===== config.mk =====
export PLATFORM = sky130hd
export DESIGN_NAME = saturating_voice_mixer
export DESIGN_NICKNAME = d
export VERILOG_FILES = /design/src/hdl/svm_pkg.sv /design/src/hdl/saturating_voice_mixer.sv /design/src/hdl/svm_voice_table.sv
export SDC_FILE = /design/constraint.sdc
export NUM_CORES = 1
export LEC_CHECK = 0
export BUFFER_PORTS_ARGS = -buffer_cell sky130_fd_sc_hd__buf_4
export CAP_MARGIN = 20
export CORE_MARGIN = 10
export CORE_UTILIZATION = 51
export DETAILED_ROUTE_END_ITERATION = 6
export GPL_ROUTABILITY_DRIVEN = 1
export GPL_TIMING_DRIVEN = 0
export PLACE_DENSITY = 0.66
export SETUP_SLACK_MARGIN = 0.05
export SLEW_MARGIN = 20
export SYNTH_ARGS = -nofsm -noshare
export SYNTH_HDL_FRONTEND = slang
export SYNTH_HIERARCHICAL = 1
export SYNTH_SLANG_ARGS = --single-unit

===== constraint.sdc =====
create_clock -name clk -period 8.5 [get_ports clk]
set_clock_uncertainty 0.1 [all_clocks]
set_input_delay 1.275 -clock clk [delete_from_list [all_inputs] [get_ports clk]]
set_output_delay 1.275 -clock clk [all_outputs]
set_load 0.1 [all_outputs]

===== src/hdl/svm_pkg.sv =====
// Shared types and constants for the saturating voice mixer.
package svm_pkg;

	// Table size and block length.
	localparam int VOICE_SLOTS   = 8;
	localparam int BLOCK_SAMPLES = 256;

	// Widths derived from the sizes above.
	localparam int SLOT_W  = (VOICE_SLOTS > 1) ? $clog2(VOICE_SLOTS) : 1;
	localparam int TOTAL_W = $clog2(VOICE_SLOTS + 1);
	localparam int BLK_W   = (BLOCK_SAMPLES > 1) ? $clog2(BLOCK_SAMPLES) : 1;

	// Saturation limits of the 16-bit output.
	localparam logic signed [15:0] SAMPLE_MAX = 16'sh7fff;
	localparam logic signed [15:0] SAMPLE_MIN = 16'sh8000;

	// Input operation codes.
	localparam logic [1:0] OP_PLAY   = 2'd0;
	localparam logic [1:0] OP_NEXT   = 2'd1;
	localparam logic [1:0] OP_RETURN = 2'd2;

	// Result kinds.
	localparam logic [1:0] KIND_ACK     = 2'd0;
	localparam logic [1:0] KIND_FETCH   = 2'd1;
	localparam logic [1:0] KIND_MIXED   = 2'd2;
	localparam logic [1:0] KIND_IGNORED = 2'd3;

	// One input word.
	typedef struct packed {
		logic [1:0]         op;
		logic [15:0]        source_id;
		logic [15:0]        sample_count;
		logic signed [15:0] sample_value;
	} in_t;

	// One result word.
	typedef struct packed {
		logic [1:0]         kind;
		logic [15:0]        fetch_source;
		logic [15:0]        fetch_position;
		logic signed [15:0] mixed_sample;
		logic               end_of_block;
		logic               play_accepted;
		logic [3:0]         active_voices;
	} out_t;

	// One voice table entry.
	typedef struct packed {
		logic [15:0] source;
		logic [15:0] length;
		logic [15:0] position;
	} voice_t;

	// Write request into the voice table.
	typedef struct packed {
		logic              en;
		logic [SLOT_W-1:0] idx;
		voice_t            data;
	} tbl_wr_t;

endpackage


===== src/hdl/saturating_voice_mixer.sv =====
// Voice mixer top level. A small sequencer walks the voice table one slot per
// cycle through a single compare and increment unit. A play word is decoded
// and the table is then searched slot by slot for its handle; a new handle is
// entered past the last slot. A dropped or ignored word answers straight from
// the decode. A next-sample word scans slot by slot until the next running
// voice or the end of the table; a returned-sample word first advances the
// fetched voice and then scans on from the slot after it. On the last sample
// of a block the finished voices are then removed from the top slot down,
// each slot checked in turn and each finished voice replaced by the last one.
// Each word gives exactly one result, held in an output register; the next
// word is taken only when the sequencer is idle.
module saturating_voice_mixer (
	input  logic          clk,
	input  logic          arst_n,
	input  logic          req_valid,
	output logic          req_ready,
	input  svm_pkg::in_t  req,
	output logic          rsp_valid,
	input  logic          rsp_ready,
	output svm_pkg::out_t rsp
);

	localparam int TW = svm_pkg::TOTAL_W;
	localparam int SW = svm_pkg::SLOT_W;
	localparam int BW = svm_pkg::BLK_W;

	typedef enum logic [2:0] {
		ST_IDLE,
		ST_PLAY_SCAN,
		ST_BUMP,
		ST_SCAN,
		ST_DROP_CHK,
		ST_DROP_MOVE
	} state_t;

	state_t             state_q;
	logic [TW-1:0]      total_q;
	logic [TW-1:0]      ptr_q;
	logic [TW-1:0]      hole_q;
	logic [TW-1:0]      cur_slot_q;
	logic               fetch_pending_q;
	logic [BW-1:0]      block_idx_q;
	logic signed [15:0] sum_q;
	logic [15:0]        src_q;
	logic [15:0]        cnt_q;
	logic               rsp_valid_q;
	svm_pkg::out_t      rsp_q;

	svm_pkg::voice_t    rd;
	svm_pkg::tbl_wr_t   tbl_wr;
	logic               running;
	logic               at_end;
	logic               match;
	logic signed [16:0] sum_wide;
	logic signed [15:0] sum_sat;

	svm_voice_table u_table (
		.clk     (clk),
		.wr      (tbl_wr),
		.rd_idx  (ptr_q[SW-1:0]),
		.rd_data (rd)
	);

	// Shared compare unit on the slot under the pointer.
	assign running = rd.position < rd.length;
	assign at_end  = ptr_q >= total_q;
	assign match   = rd.source == src_q;

	// Saturating add of a returned sample.
	always_comb begin
		sum_wide = {sum_q[15], sum_q} + {req.sample_value[15], req.sample_value};
		if (sum_wide[16] != sum_wide[15]) begin
			sum_sat = sum_wide[16] ? svm_pkg::SAMPLE_MIN : svm_pkg::SAMPLE_MAX;
		end else begin
			sum_sat = sum_wide[15:0];
		end
	end

	// Table writes requested by the sequencer.
	always_comb begin
		tbl_wr      = '0;
		tbl_wr.idx  = ptr_q[SW-1:0];
		tbl_wr.data = rd;
		case (state_q)
			ST_PLAY_SCAN: begin
				if (at_end) begin
					tbl_wr.en   = 1'b1;
					tbl_wr.idx  = total_q[SW-1:0];
					tbl_wr.data = '{source: src_q, length: cnt_q, position: 16'd0};
				end else if (match) begin
					tbl_wr.en            = 1'b1;
					tbl_wr.data.position = 16'd0;
				end
			end
			ST_BUMP: begin
				if (running) begin
					tbl_wr.en            = 1'b1;
					tbl_wr.data.position = rd.position + 16'd1;
				end
			end
			ST_DROP_MOVE: begin
				tbl_wr.en  = 1'b1;
				tbl_wr.idx = hole_q[SW-1:0];
			end
			default: begin
				tbl_wr.en = 1'b0;
			end
		endcase
	end

	// Result word with every field cleared but kind and voice count.
	function automatic svm_pkg::out_t base_rsp(input logic [1:0] kind,
			input logic [TW-1:0] total);
		svm_pkg::out_t r;
		r               = '0;
		r.kind          = kind;
		r.active_voices = 4'(total);
		return r;
	endfunction

	// Acknowledge of a voice that was entered or restarted.
	function automatic svm_pkg::out_t accepted_rsp(input logic [TW-1:0] total);
		svm_pkg::out_t r;
		r               = base_rsp(svm_pkg::KIND_ACK, total);
		r.play_accepted = 1'b1;
		return r;
	endfunction

	// Request for the current sample of one voice.
	function automatic svm_pkg::out_t fetch_rsp(input svm_pkg::voice_t v,
			input logic [TW-1:0] total);
		svm_pkg::out_t r;
		r                = base_rsp(svm_pkg::KIND_FETCH, total);
		r.fetch_source   = v.source;
		r.fetch_position = v.position;
		return r;
	endfunction

	// Finished output sample, flagged on the last one of a block.
	function automatic svm_pkg::out_t mixed_rsp(input logic signed [15:0] sample,
			input logic eob, input logic [TW-1:0] total);
		svm_pkg::out_t r;
		r              = base_rsp(svm_pkg::KIND_MIXED, total);
		r.mixed_sample = sample;
		r.end_of_block = eob;
		return r;
	endfunction

	assign req_ready = (state_q == ST_IDLE) && (!rsp_valid_q || rsp_ready);
	assign rsp_valid = rsp_valid_q;
	assign rsp       = rsp_q;

	// Sequencer, table bookkeeping and the output register. The output
	// register is always empty while the sequencer is busy.
	always_ff @(posedge clk or negedge arst_n) begin
		if (!arst_n) begin
			state_q         <= ST_IDLE;
			total_q         <= '0;
			ptr_q           <= '0;
			hole_q          <= '0;
			cur_slot_q      <= '0;
			fetch_pending_q <= 1'b0;
			block_idx_q     <= '0;
			sum_q           <= '0;
			src_q           <= '0;
			cnt_q           <= '0;
			rsp_valid_q     <= 1'b0;
			rsp_q           <= '0;
		end else begin
			case (state_q)
				ST_IDLE: begin
					if (req_valid && req_ready) begin
						case (req.op)
							svm_pkg::OP_PLAY: begin
								if (fetch_pending_q) begin
									rsp_valid_q <= 1'b1;
									rsp_q       <= base_rsp(svm_pkg::KIND_IGNORED, total_q);
								end else if (total_q >= TW'(svm_pkg::VOICE_SLOTS)) begin
									rsp_valid_q <= 1'b1;
									rsp_q       <= base_rsp(svm_pkg::KIND_ACK, total_q);
								end else begin
									rsp_valid_q <= 1'b0;
									src_q       <= req.source_id;
									cnt_q       <= req.sample_count;
									ptr_q       <= '0;
									state_q     <= ST_PLAY_SCAN;
								end
							end
							svm_pkg::OP_NEXT: begin
								if (fetch_pending_q) begin
									rsp_valid_q <= 1'b1;
									rsp_q       <= base_rsp(svm_pkg::KIND_IGNORED, total_q);
								end else begin
									rsp_valid_q <= 1'b0;
									sum_q       <= '0;
									ptr_q       <= '0;
									state_q     <= ST_SCAN;
								end
							end
							svm_pkg::OP_RETURN: begin
								if (!fetch_pending_q) begin
									rsp_valid_q <= 1'b1;
									rsp_q       <= base_rsp(svm_pkg::KIND_IGNORED, total_q);
								end else begin
									rsp_valid_q <= 1'b0;
									sum_q       <= sum_sat;
									ptr_q       <= cur_slot_q;
									state_q     <= ST_BUMP;
								end
							end
							default: begin
								rsp_valid_q <= 1'b1;
								rsp_q       <= base_rsp(svm_pkg::KIND_IGNORED, total_q);
							end
						endcase
					end else if (rsp_valid_q && rsp_ready) begin
						rsp_valid_q <= 1'b0;
					end
				end
				// Look for the handle; enter a new voice past the last slot.
				ST_PLAY_SCAN: begin
					if (at_end) begin
						total_q     <= total_q + TW'(1);
						rsp_valid_q <= 1'b1;
						rsp_q       <= accepted_rsp(total_q + TW'(1));
						state_q     <= ST_IDLE;
					end else if (match) begin
						rsp_valid_q <= 1'b1;
						rsp_q       <= accepted_rsp(total_q);
						state_q     <= ST_IDLE;
					end else begin
						ptr_q <= ptr_q + TW'(1);
					end
				end
				// The table write advances the fetched voice's position.
				ST_BUMP: begin
					ptr_q   <= ptr_q + TW'(1);
					state_q <= ST_SCAN;
				end
				// Find the next running voice or close the sample.
				ST_SCAN: begin
					if (at_end) begin
						fetch_pending_q <= 1'b0;
						cur_slot_q      <= '0;
						if (block_idx_q == BW'(svm_pkg::BLOCK_SAMPLES - 1)) begin
							block_idx_q <= '0;
							if (total_q == '0) begin
								rsp_valid_q <= 1'b1;
								rsp_q       <= mixed_rsp(sum_q, 1'b1, total_q);
								state_q     <= ST_IDLE;
							end else begin
								ptr_q   <= total_q - TW'(1);
								state_q <= ST_DROP_CHK;
							end
						end else begin
							block_idx_q <= block_idx_q + BW'(1);
							rsp_valid_q <= 1'b1;
							rsp_q       <= mixed_rsp(sum_q, 1'b0, total_q);
							state_q     <= ST_IDLE;
						end
					end else if (running) begin
						cur_slot_q      <= ptr_q;
						fetch_pending_q <= 1'b1;
						rsp_valid_q     <= 1'b1;
						rsp_q           <= fetch_rsp(rd, total_q);
						state_q         <= ST_IDLE;
					end else begin
						ptr_q <= ptr_q + TW'(1);
					end
				end
				// End of block: check slots from the top down.
				ST_DROP_CHK: begin
					if (!running) begin
						hole_q  <= ptr_q;
						ptr_q   <= total_q - TW'(1);
						state_q <= ST_DROP_MOVE;
					end else if (ptr_q == '0) begin
						rsp_valid_q <= 1'b1;
						rsp_q       <= mixed_rsp(sum_q, 1'b1, total_q);
						state_q     <= ST_IDLE;
					end else begin
						ptr_q <= ptr_q - TW'(1);
					end
				end
				// The last voice is copied into the finished voice's slot.
				ST_DROP_MOVE: begin
					total_q <= total_q - TW'(1);
					if (hole_q == '0) begin
						rsp_valid_q <= 1'b1;
						rsp_q       <= mixed_rsp(sum_q, 1'b1, total_q - TW'(1));
						state_q     <= ST_IDLE;
					end else begin
						ptr_q   <= hole_q - TW'(1);
						state_q <= ST_DROP_CHK;
					end
				end
				default: begin
					state_q <= ST_IDLE;
				end
			endcase
		end
	end

`ifndef SYNTHESIS
	// A pending fetch always points at a slot that holds a voice.
	assert property (@(posedge clk) disable iff (!arst_n)
		fetch_pending_q |-> (cur_slot_q < total_q))
		else $error("pending fetch points past the voice table");

	// The table never holds more voices than it has slots.
	assert property (@(posedge clk) disable iff (!arst_n)
		total_q <= TW'(svm_pkg::VOICE_SLOTS))
		else $error("voice count exceeds the table size");

	// A fetch request on the output leaves a fetch pending.
	assert property (@(posedge clk) disable iff (!arst_n)
		(rsp_valid_q && (rsp_q.kind == svm_pkg::KIND_FETCH)) |-> fetch_pending_q)
		else $error("fetch request shown without a pending fetch");
`endif

endmodule


===== src/hdl/svm_voice_table.sv =====
// Voice table: one entry per slot, one write port and one read port.
module svm_voice_table (
	input  logic                       clk,
	input  svm_pkg::tbl_wr_t           wr,
	input  logic [svm_pkg::SLOT_W-1:0] rd_idx,
	output svm_pkg::voice_t            rd_data
);

	svm_pkg::voice_t entry_q [svm_pkg::VOICE_SLOTS];

	// Entries are written by the sequencer one at a time.
	always_ff @(posedge clk) begin
		if (wr.en) begin
			entry_q[wr.idx] <= wr.data;
		end
	end

	// The sequencer looks at one slot per cycle.
	assign rd_data = entry_q[rd_idx];

endmodule


==> flow_metrics.py <==
metrics = {
    "setup_path": {
        "worst-path-buf-inv": 9,
        "cp_max_fo": 10,
        "reg2reg_depth": 19,
        "crit_family": "buffers and inverters",
        "cp_slowest_cell": "nor3_2",
        "startpoint": "ptr_q[2]$_DFFE_PN0P_",
        "r2r_slack_ns": 2.03,
        "crit_type": "reg -> reg",
        "critical_path_arrival_ns": 6.68,
        "worstPathCellList": "clkbuf_1 > buf_2 > buf_2 > mux4_2 > mux2_4 > ha_1 > and4_1 > a221o_1 > a21oi_2 > buf_6 > buf_2 > nand2_1 > o21ai_0 > nand2_1 > nor3_2 > buf_6 > buf_4 > buf_6 > buf_4",
        "rr_endpoint": "u_table/entry_q[4][38]$_DFFE_PP_",
        "crit_required_ns": 8.71,
        "cp_slowest_stage_delay_ns": 0.55,
        "startpoint_type": "flip-flop",
        "cp-end-kind": "flip-flop",
        "reg2reg_from": "ptr_q[2]$_DFFE_PN0P_",
    },
    "logic_synthesis": {
        "synth_edf_count": 384,
        "yosysMostFrequentCell": "edfxtp_1",
        "async_flop_share_pct": 25.73,
        "ys_types": 76,
        "synthSimpleGateAreaFrac_pct": 7.277,
        "synth_nets": 1643,
        "yosys.area.top_type_share_pct": 49.57,
        "synth_cells": 1539,
        "synth_xor_area_share_pct": 1.431,
        "synth_mux_area_share_pct": 14.92,
        "synthFlopType": "edfxtp_1",
        "synth-seq-cells": 517,
        "synthesis.area_mm2": 0.02326,
        "synth.yosys.seq_area_share_pct": 63.87,
        "synth_compound_area_share_pct": 7.245,
        "synthAdderAreaFrac_pct": 2.721,
        "synth.largest_area_cell": "edfxtp_1",
        "netlist_top_cells_count": "edfxtp_1, nand2_1, dfrtp_1",
        "yosys-top-cells-area": "edfxtp_1, dfrtp_1, mux4_2",
        "ys_warn_count": 6,
        "synth_top_family_by_area": "multiplexers",
        "avgSynthCellArea_um2": 15.12,
    },
    "die": {
        "ios": 112,
        "rows": 78,
        "die-area_mm2": 0.05456,
        "die_h_um": 233.6,
        "die_w_um": 233.6,
        "initial_core_util_pct": 51.37,
        "fp.coreArea_mm2": 0.04528,
    },
    "grt": {
        "grt_overflow": 0,
        "grt_max_degree": 87,
        "grt_pass1_wl_mm": 88.24,
        "grt_pass1_vias": 14430,
        "antenna_found_initial": 0,
        "grt_usage_pct": 21.44,
    },
    "cts": {
        "cts_sinks": 517,
        "cts_buffer_depth": 3,
        "cts_tree": "yes",
        "htreeDepth": 2,
        "cts-resized-gates": 0,
        "root_buffer": "clkbuf_16",
        "post_cts_buffers": 0,
        "path_clk_slew_ns": 0.06,
        "clock_latency_ns": 0.61,
        "cts_hold_buf": 0,
        "cts-buffers-inserted": 53,
    },
    "pwr": {
        "p_leak_nw": 9.958,
        "finalPower_w": 0.01058,
        "power_density_mw_per_mm2": 390.7,
        "irDropWorstVdd_mv": 0.2256,
    },
    "finish": {
        "drive_above_1_share_pct": 27.14,
        "postLayoutCellArea_mm2": 0.02707,
        "area_growth_syn_to_layout_pct": 16.38,
        "final_util_pct": 59.79,
        "layout.cells.non_filler": 2376,
        "n_antenna_cell": 0,
        "fillCellCount": 3504,
        "nets": 1837,
    },
    "drt": {
        "wl_mm": 57.52,
        "first_pass_iters": 5,
        "drc_errors": 0,
        "viasPerCell": 5.960,
        "routedWlPerCell_um": 24.21,
        "vias": 14160,
        "antenna_left": 0,
        "drtIter0Drc": 1274,
    },
    "min_path": {
        "whs_endpoint": "block_idx_q[4]$_DFFE_PN0P_",
        "hold_path_class": "reg -> reg",
        "whs_path_depth": 1,
        "hold_path_startpoint": "block_idx_q[4]$_DFFE_PN0P_",
    },
    "sta": {
        "setup_viol": 0,
        "max_freq_mhz": 154.5,
        "slew_violations": 0,
        "fin_crit_sh_pct": 76.13,
        "grt_setup_unrepaired": "no",
        "worst_slew_pin_slew_ns": 1.022,
        "hold-worst-slack_ns": 0.3695,
        "hold_viol": 0,
        "min_period_ns": 6.471,
        "slew_headroom_pct": 31.85,
    },
    "placed_design": {
        "finalWeightedCongestion": 0.8768,
        "portBuffers": 111,
        "place_hpwl_mm": 39.41,
        "dp.cells": 2278,
        "placed_area_mm2": 0.02530,
    },
    "run_status": {
        "status": "finished, final reports clean",
    },
    "flow_run": {
        "drv_cap": 0,
    },
}
## logic make-up (layout without fill, tap and decap cells)
kind of cell,Yosys count,in the layout
multiplexers,198,198
buffers and inverters,111,348
AND/OR/NAND/NOR,360,360
AO/OA/AOI/OAI,265,265
flip-flops,517,517
adder cells (fa/ha/maj),50,50
XOR/XNOR,38,38
## worst max path at each step
| stage | end | slack (ns) | depth (start not counted) |
|---|---|---|---|
| floorplan | u_table/entry_q[0][0]$_DFFE_PP_ | 1.30 | 15 |
| global placement | u_table/entry_q[4][42]$_DFFE_PP_ | -3.28 | 15 |
| detailed placement | u_table/entry_q[4][42]$_DFFE_PP_ | 2.08 | 19 |
| CTS | u_table/entry_q[4][38]$_DFFE_PP_ | 2.04 | 20 |
| global route | u_table/entry_q[4][40]$_DFFE_PP_ | 1.67 | 21 |
| finish | u_table/entry_q[4][38]$_DFFE_PP_ | 2.03 | 19 |
## cell type report
class	count	area [um2]	share of cell area, %
Tap cell	600	750.7	2.773
Buffer	77	460.4	1.701
Sequential cell	517	14860	54.88
Clock buffer	71	1445	5.338
Clock inverter	27	326.6	1.206
Multi-Input combinational cell	911	7871	29.07
Inverter	34	127.6	0.4714
Timing Repair Buffer	139	1234	4.557
## routing by layer
layer | track usage, % | routed length (um)
met3 | 3.907 | 4037
met1 | 29.95 | 24930
met2 | 33.55 | 26970
met4 | 7.075 | 1575
met5 | 0 | 0
## power by group
part           leakage (nW)  internal, W  switching, W
Clock                 0.855      0.00138      0.000967
Sequential             5.22      0.00366      0.000171
Combinational          3.88      0.00166       0.00275
Total                  9.96      0.00669       0.00388
## placed cells by master (no fill, tap or decap), types with 45 or more instances in the layout
master / count
buf_4: 122
mux2_2: 57
ha_1: 49
dfrtp_1: 133
nor2_1: 45
edfxtp_1: 384
clkbuf_16: 54
clkbuf_1: 46
o21ai_0: 109
mux4_2: 93
nand2_1: 176
## through the flow
| stage | setup WS (ns) | setup TNS [ns] |
|---|---|---|
| after floorplan | 1.299 | 0 |
| after global placement | -3.275 | -559.14 |
| after detailed placement | 2.082 | 0 |
| after CTS | 2.036 | 0 |
| after global routing | 1.674 | 0 |
| final | 2.029 | 0 |
## state kept, by name (all words and copies together) (netlist names)
name / count
rsp_valid: 1
hole_q: 4
block_idx_q: 8
fetch_pending_q: 1
rsp: 56
sum_q: 16
src_q: 16
ptr_q: 4
cur_slot_q: 4
cnt_q: 16
total_q: 4
u_table/entry_q: 384
state_q: 3
Power figures use the tool's default switching activity.
